`src/hdl/robust_outlier_input_counter_core_assert.svh`:
```
// assertion macros for the outlier counter core
`ifndef ROBUST_OUTLIER_INPUT_COUNTER_CORE_ASSERT_SVH
`define ROBUST_OUTLIER_INPUT_COUNTER_CORE_ASSERT_SVH
`ifndef SYNTHESIS
`define ROIC_ASSERT_IMPLY(label, clk, rst, a, b) \
   label: assert property (@(posedge clk) disable iff (rst) (a) |-> (b)) \
      else $error("implication check failed");
`define ROIC_ASSERT_NEXT(label, clk, rst, a, b) \
   label: assert property (@(posedge clk) disable iff (rst) (a) |=> (b)) \
      else $error("next-cycle check failed");
`else
`define ROIC_ASSERT_IMPLY(label, clk, rst, a, b)
`define ROIC_ASSERT_NEXT(label, clk, rst, a, b)
`endif
`endif

```
`src/hdl/roic_pkg.sv`:
```
`default_nettype none
package roic_pkg;
   localparam int MAX_INPUTS  = 64;
   localparam int SAMPLE_BITS = 16;
   localparam int IDX_BITS    = $clog2(MAX_INPUTS);
   localparam int LEN_BITS    = $clog2(MAX_INPUTS + 1);
   localparam int SQ_BITS     = 2 * SAMPLE_BITS;
   localparam int SUM_BITS    = SQ_BITS + IDX_BITS;
   localparam int RHS_BITS    = SUM_BITS + 8;
   localparam int T_BITS      = SQ_BITS + LEN_BITS;
   localparam int CSR_BITS    = 16;
   localparam int CSR_IDX_BITS = 2;

   localparam logic [CSR_IDX_BITS-1:0] CSR_ACTIVE_INPUTS = 2'd0;
   localparam logic [CSR_IDX_BITS-1:0] CSR_FRAMES        = 2'd1;
   localparam logic [CSR_IDX_BITS-1:0] CSR_SIGMA         = 2'd2;
   localparam logic [CSR_IDX_BITS-1:0] CSR_CUT           = 2'd3;

   typedef struct packed {
      logic load;
      logic shift;
      logic med_cap;
      logic var_rd;
      logic var_sq;
      logic var_acc;
      logic rhs;
      logic flag_rd;
      logic flag_sq;
      logic flag_mul;
      logic flag_upd;
      logic frame_end;
      logic rep_rd;
      logic rep_out;
   } cmd_type;

   typedef struct packed {
      logic frame_close;
      logic shift_done;
      logic idx_last;
      logic clip_ok;
      logic report_due;
   } status_type;
endpackage
`default_nettype wire

```
`src/hdl/roic_ctrl.sv`:
```
`default_nettype none
module roic_ctrl import roic_pkg::*; (
   input  wire logic       clock,
   input  wire logic       reset,
   input  wire logic       start,
   input  status_type      status,
   output cmd_type         cmd,
   output logic            busy
);
   typedef enum logic [3:0] {
      ST_IDLE, ST_MED, ST_MED_CAP, ST_V_RD, ST_V_SQ, ST_V_ACC, ST_RHS,
      ST_F_RD, ST_F_SQ, ST_F_MUL, ST_F_UPD, ST_FRAME_END, ST_R_RD, ST_R_OUT
   } state_type;

   state_type state_ff, state_in;

   always_comb begin
      cmd = '0;
      state_in = state_ff;
      case (state_ff)
         ST_IDLE: begin
            cmd.load = start;
            if (start && status.frame_close) state_in = ST_MED;
         end
         ST_MED: begin
            if (status.shift_done) state_in = ST_MED_CAP;
            else cmd.shift = 1'b1;
         end
         ST_MED_CAP: begin
            cmd.med_cap = 1'b1;
            state_in = ST_V_RD;
         end
         ST_V_RD: begin
            cmd.var_rd = 1'b1;
            state_in = ST_V_SQ;
         end
         ST_V_SQ: begin
            cmd.var_sq = 1'b1;
            state_in = ST_V_ACC;
         end
         ST_V_ACC: begin
            cmd.var_acc = 1'b1;
            state_in = status.idx_last ? ST_RHS : ST_V_RD;
         end
         ST_RHS: begin
            cmd.rhs = 1'b1;
            state_in = status.clip_ok ? ST_F_RD : ST_FRAME_END;
         end
         ST_F_RD: begin
            cmd.flag_rd = 1'b1;
            state_in = ST_F_SQ;
         end
         ST_F_SQ: begin
            cmd.flag_sq = 1'b1;
            state_in = ST_F_MUL;
         end
         ST_F_MUL: begin
            cmd.flag_mul = 1'b1;
            state_in = ST_F_UPD;
         end
         ST_F_UPD: begin
            cmd.flag_upd = 1'b1;
            state_in = status.idx_last ? ST_FRAME_END : ST_F_RD;
         end
         ST_FRAME_END: begin
            cmd.frame_end = 1'b1;
            state_in = status.report_due ? ST_R_RD : ST_IDLE;
         end
         ST_R_RD: begin
            cmd.rep_rd = 1'b1;
            state_in = ST_R_OUT;
         end
         ST_R_OUT: begin
            cmd.rep_out = 1'b1;
            state_in = status.idx_last ? ST_IDLE : ST_R_RD;
         end
         default: state_in = ST_IDLE;
      endcase
   end

   always_ff @(posedge clock) begin
      if (reset) state_ff <= ST_IDLE;
      else state_ff <= state_in;
   end

   assign busy = (state_ff != ST_IDLE);
endmodule
`default_nettype wire

```
`config.mk`:
```
export PLATFORM = sky130hd
export DESIGN_NAME = roic_ctrl
export DESIGN_NICKNAME = d
export VERILOG_FILES = /design/src/hdl/robust_outlier_input_counter_core_assert.svh /design/src/hdl/roic_pkg.sv /design/src/hdl/roic_ctrl.sv
export SDC_FILE = /design/constraint.sdc
export NUM_CORES = 1
export LEC_CHECK = 0
export ABC_AREA = 1
export BUFFER_PORTS_ARGS = -buffer_cell sky130_fd_sc_hd__buf_2
export CAP_MARGIN = 40
export CORE_AREA = 2 2 39 41
export DETAILED_ROUTE_END_ITERATION = 10
export DIE_AREA = 0 0 41 43
export GPL_TIMING_DRIVEN = 0
export SETUP_SLACK_MARGIN = 0.5
export SLEW_MARGIN = 40
export SYNTH_ARGS = -nofsm -noshare
export SYNTH_HDL_FRONTEND = slang
export SYNTH_SLANG_ARGS = --single-unit
```
`constraint.sdc`:
```
create_clock -name clock -period 2.02 [get_ports clock]
set_clock_uncertainty 0.2 [all_clocks]
set_input_delay 0.404 -clock clock [delete_from_list [all_inputs] [get_ports clock]]
set_output_delay 0.404 -clock clock [all_outputs]
set_load 0.01 [all_outputs]
```
==> results by group <==
Outcome
  – Status: finished, final reports clean

CTS
  – Reg clk slew, reported paths: 0.04 ns
  – CTS Hold Bufs: 0
  – Buffer depth of the longest clock path: 2
  – CTS Sinks: 4
  – H-tree levels: 1
  – CTS tree: built
  – CTS root buf: clkbuf_4
  – Clock Latency Late Sink: 0.23 ns
  – Cts bufs inserted: 3

Logic synthesis
  – Ys flop type: dfxtp_1
  – Post-synth EDFFs: 0
  – Post-Syn Area: 372 um^2
  – Synth Warn #: 0
  – Async SR Flop Fraction: 0
  – Synth cell types: 14
  – Syn Inst Count: 71
  – Post-synthesis net count: 79
  – FF+latch count, synth: 4
  – Avg Inst Size Synth: 5.23 um^2
  – Seq/Total Area, Yosys: 0.215

Final layout
  – Max reg flops: 4
  – Synth-to-Final Area Change: 82.8%
  – Post-route cell area: 679 um^2
  – Layout Utilization: 0.491
  – Largest regs: state_ff: 4 flops
  – Ratio of cells with drive above 1 in the final layout: 0.573
  – Diode count: 0
  – Reg with most FFs: state_ff
  – Final net count: 113

Worst setup path
  – CP peak stage delay: 0.37 ns
  – Worst Path Required: 1.42 ns
  – CP arrival: 1.04 ns
  – Worst setup EP type: primary output
  – Critical path type: reg -> out
  – Crit-path max FO: 5
  – Family with the most delay on the worst path: flip-flops
  – Crit path buf inv count: 1
  – Crit start category: register
  – R2r setup slk: 0.51 ns
  – Critical path, cell by cell: nor2_4 -> nand2_1 -> nor2_1 -> buf_2
  – Crit-path slowest cell: dfxtp_4

Global route
  – Largest net degree at the start of global routing: 8
  – First-pass GRT wire length: 1810 um
  – Antenna violations before repair: 0
  – GRT overflow: 0
  – Vias in the first global route: 484
  – Tot GR Track Use: 0.147

STA
  – Slew HR: 0.882
  – Max Slew Vio Count: 0
  – Final setup viols: 0
  – Setup tns final: 0 ns
  – Final period utilization: 0.815
  – Worst Slack Setup Final: 0.373 ns
  – Least-Margin Pin Slew: 0.176 ns
  – Tightest hold margin: 0.169 ns
  – Final Hold Fails: 0
  – Unrepaired setup endpoints after global routing: true
  – F_max: 607 MHz
  – Min cycle time layout: 1.65 ns

Pwr
  – Sw Pwr: 122 uW
  – Static leakage: 0.395 nW
  – Peak supply drop: 252 uV
  – Seq pwr share: 0.314
  – Sw Share: 0.370
  – Pint: 209 uW
  – Clock power frac: 0.297
  – Comb pwr share: 0.389
  – Pwr/cell area: 487 nW/um^2

Route
  – Final WL: 1120 um
  – Via count: 540
  – Average wire per standard cell: 9.42 um
  – Vias/cell: 4.54
  – Drt initial violations: 8
  – Pre-antenna DRT Iters: 4
  – DRC: 0
  – Post-detailed-route count of antenna-violating nets: 0

Job
  – Max_cap viols: 0

Place
  – Port-buffer cells: 22
  – Final weighted congestion in routability-driven placement: 0.708
  – Detailed placer's ending HPWL: 825 um
  – Area post-placement: 502 um^2
  – DP Worst Slack: 0.488 ns

Floorplan
  – Chip height: 43 um
  – I/O pin cnt: 23
  – Core ar.: 1380 um^2
  – Initial Utilization: 0.269
  – Die area: 1760 um^2
  – Die width: 41 um
  – Row count: 14

Worst hold path
  – Min-delay worst type: in -> reg
## cells in the final DEF, fill, tap and decap left out
| master | count |
|---|---|
| a211oi_1 | 1 |
| a21oi_1 | 3 |
| buf_2 | 20 |
| buf_4 | 7 |
| buf_6 | 2 |
| clkbuf_4 | 3 |
| dfxtp_4 | 4 |
| inv_1 | 8 |
| inv_2 | 2 |
| inv_4 | 3 |
| nand2_1 | 13 |
| nand2_2 | 4 |
| nand2_4 | 3 |
| nand3_1 | 4 |
| nand3_2 | 1 |
| nor2_1 | 12 |
| nor2_2 | 5 |
| nor2_4 | 5 |
| nor3_1 | 1 |
| o211ai_1 | 1 |
| o21ai_0 | 1 |
## final timing paths
check	start	to	cells after the start
worst max-delay path	state_ff[3]$_SDFFE_PP0P_	cmd[13]	4
worst min-delay path	reset	state_ff[0]$_SDFFE_PP0P_	2
worst max register to register	state_ff[0]$_SDFFE_PP0P_	state_ff[0]$_SDFFE_PP0P_	10
worst min register to register	state_ff[2]$_SDFFE_PP0P_	state_ff[1]$_SDFFE_PP0P_	3
## layout make-up
class / instances / area (um^2)
clock buffers: 3 / 22.5
fillers: 153 / 704
inverters: 13 / 56.3
multi-input cells: 54 / 310
flip-flops and latches: 4 / 95.1
well taps: 16 / 20.0
repair buffers: 29 / 175
## cell usage after synthesis (2+ instances only)
library cell | count | area, um^2
inv_1 | 12 | 45.0
nor2_1 | 18 | 67.6
nand3_1 | 5 | 25.0
nand2_1 | 18 | 67.6
nor2_2 | 3 | 18.8
dfxtp_1 | 4 | 80.1
nand2_2 | 2 | 12.5
a21oi_1 | 3 | 15.0
## routing by layer
layer  global-route usage  wire length (um)
met1                0.147               442
met2                0.259               575
met3               0.0471               103
met4               0.0600                 0
met5                    0                 0
## logic make-up after synthesis
family / count (synthesis) / synth area share
flops: 4 / 0.215
compound gates: 6 / 0.0943
buf+inv: 13 / 0.131
simple gates: 48 / 0.559
## per-stage QoR
| stage | total power, mW | std cells |
|---|---|---|
| 6_report | 0.331 | 119 |
| 5_1_grt | 0.361 | 119 |
| 4_1_cts | 0.325 | 119 |
| 3_5_place_dp | 0.194 | 109 |
| 3_3_place_gp | 0.192 | 109 |
| 2_1_floorplan | 0.159 | 71 |
## power by group through the flow
stage | registers [mW] | clock network (mW) | logic [mW]
after global routing | 0.105 | 0.114 | 0.142
after detailed placement | 0.0981 | 0 | 0.0954
after CTS | 0.102 | 0.101 | 0.122
final | 0.104 | 0.0982 | 0.129
after global placement | 0.0979 | 0 | 0.0945
after floorplan | 0.0958 | 0 | 0.0636
## what timing repair did
action | in CTS | in global routing
setup endpoints to repair | 15 | 16
setup buffers | 7 | 0
gates cloned | 0 | 0
gates resized for setup | 28 | 8
pin swaps | 7 | 3
(Power assumes the default switching activity.)
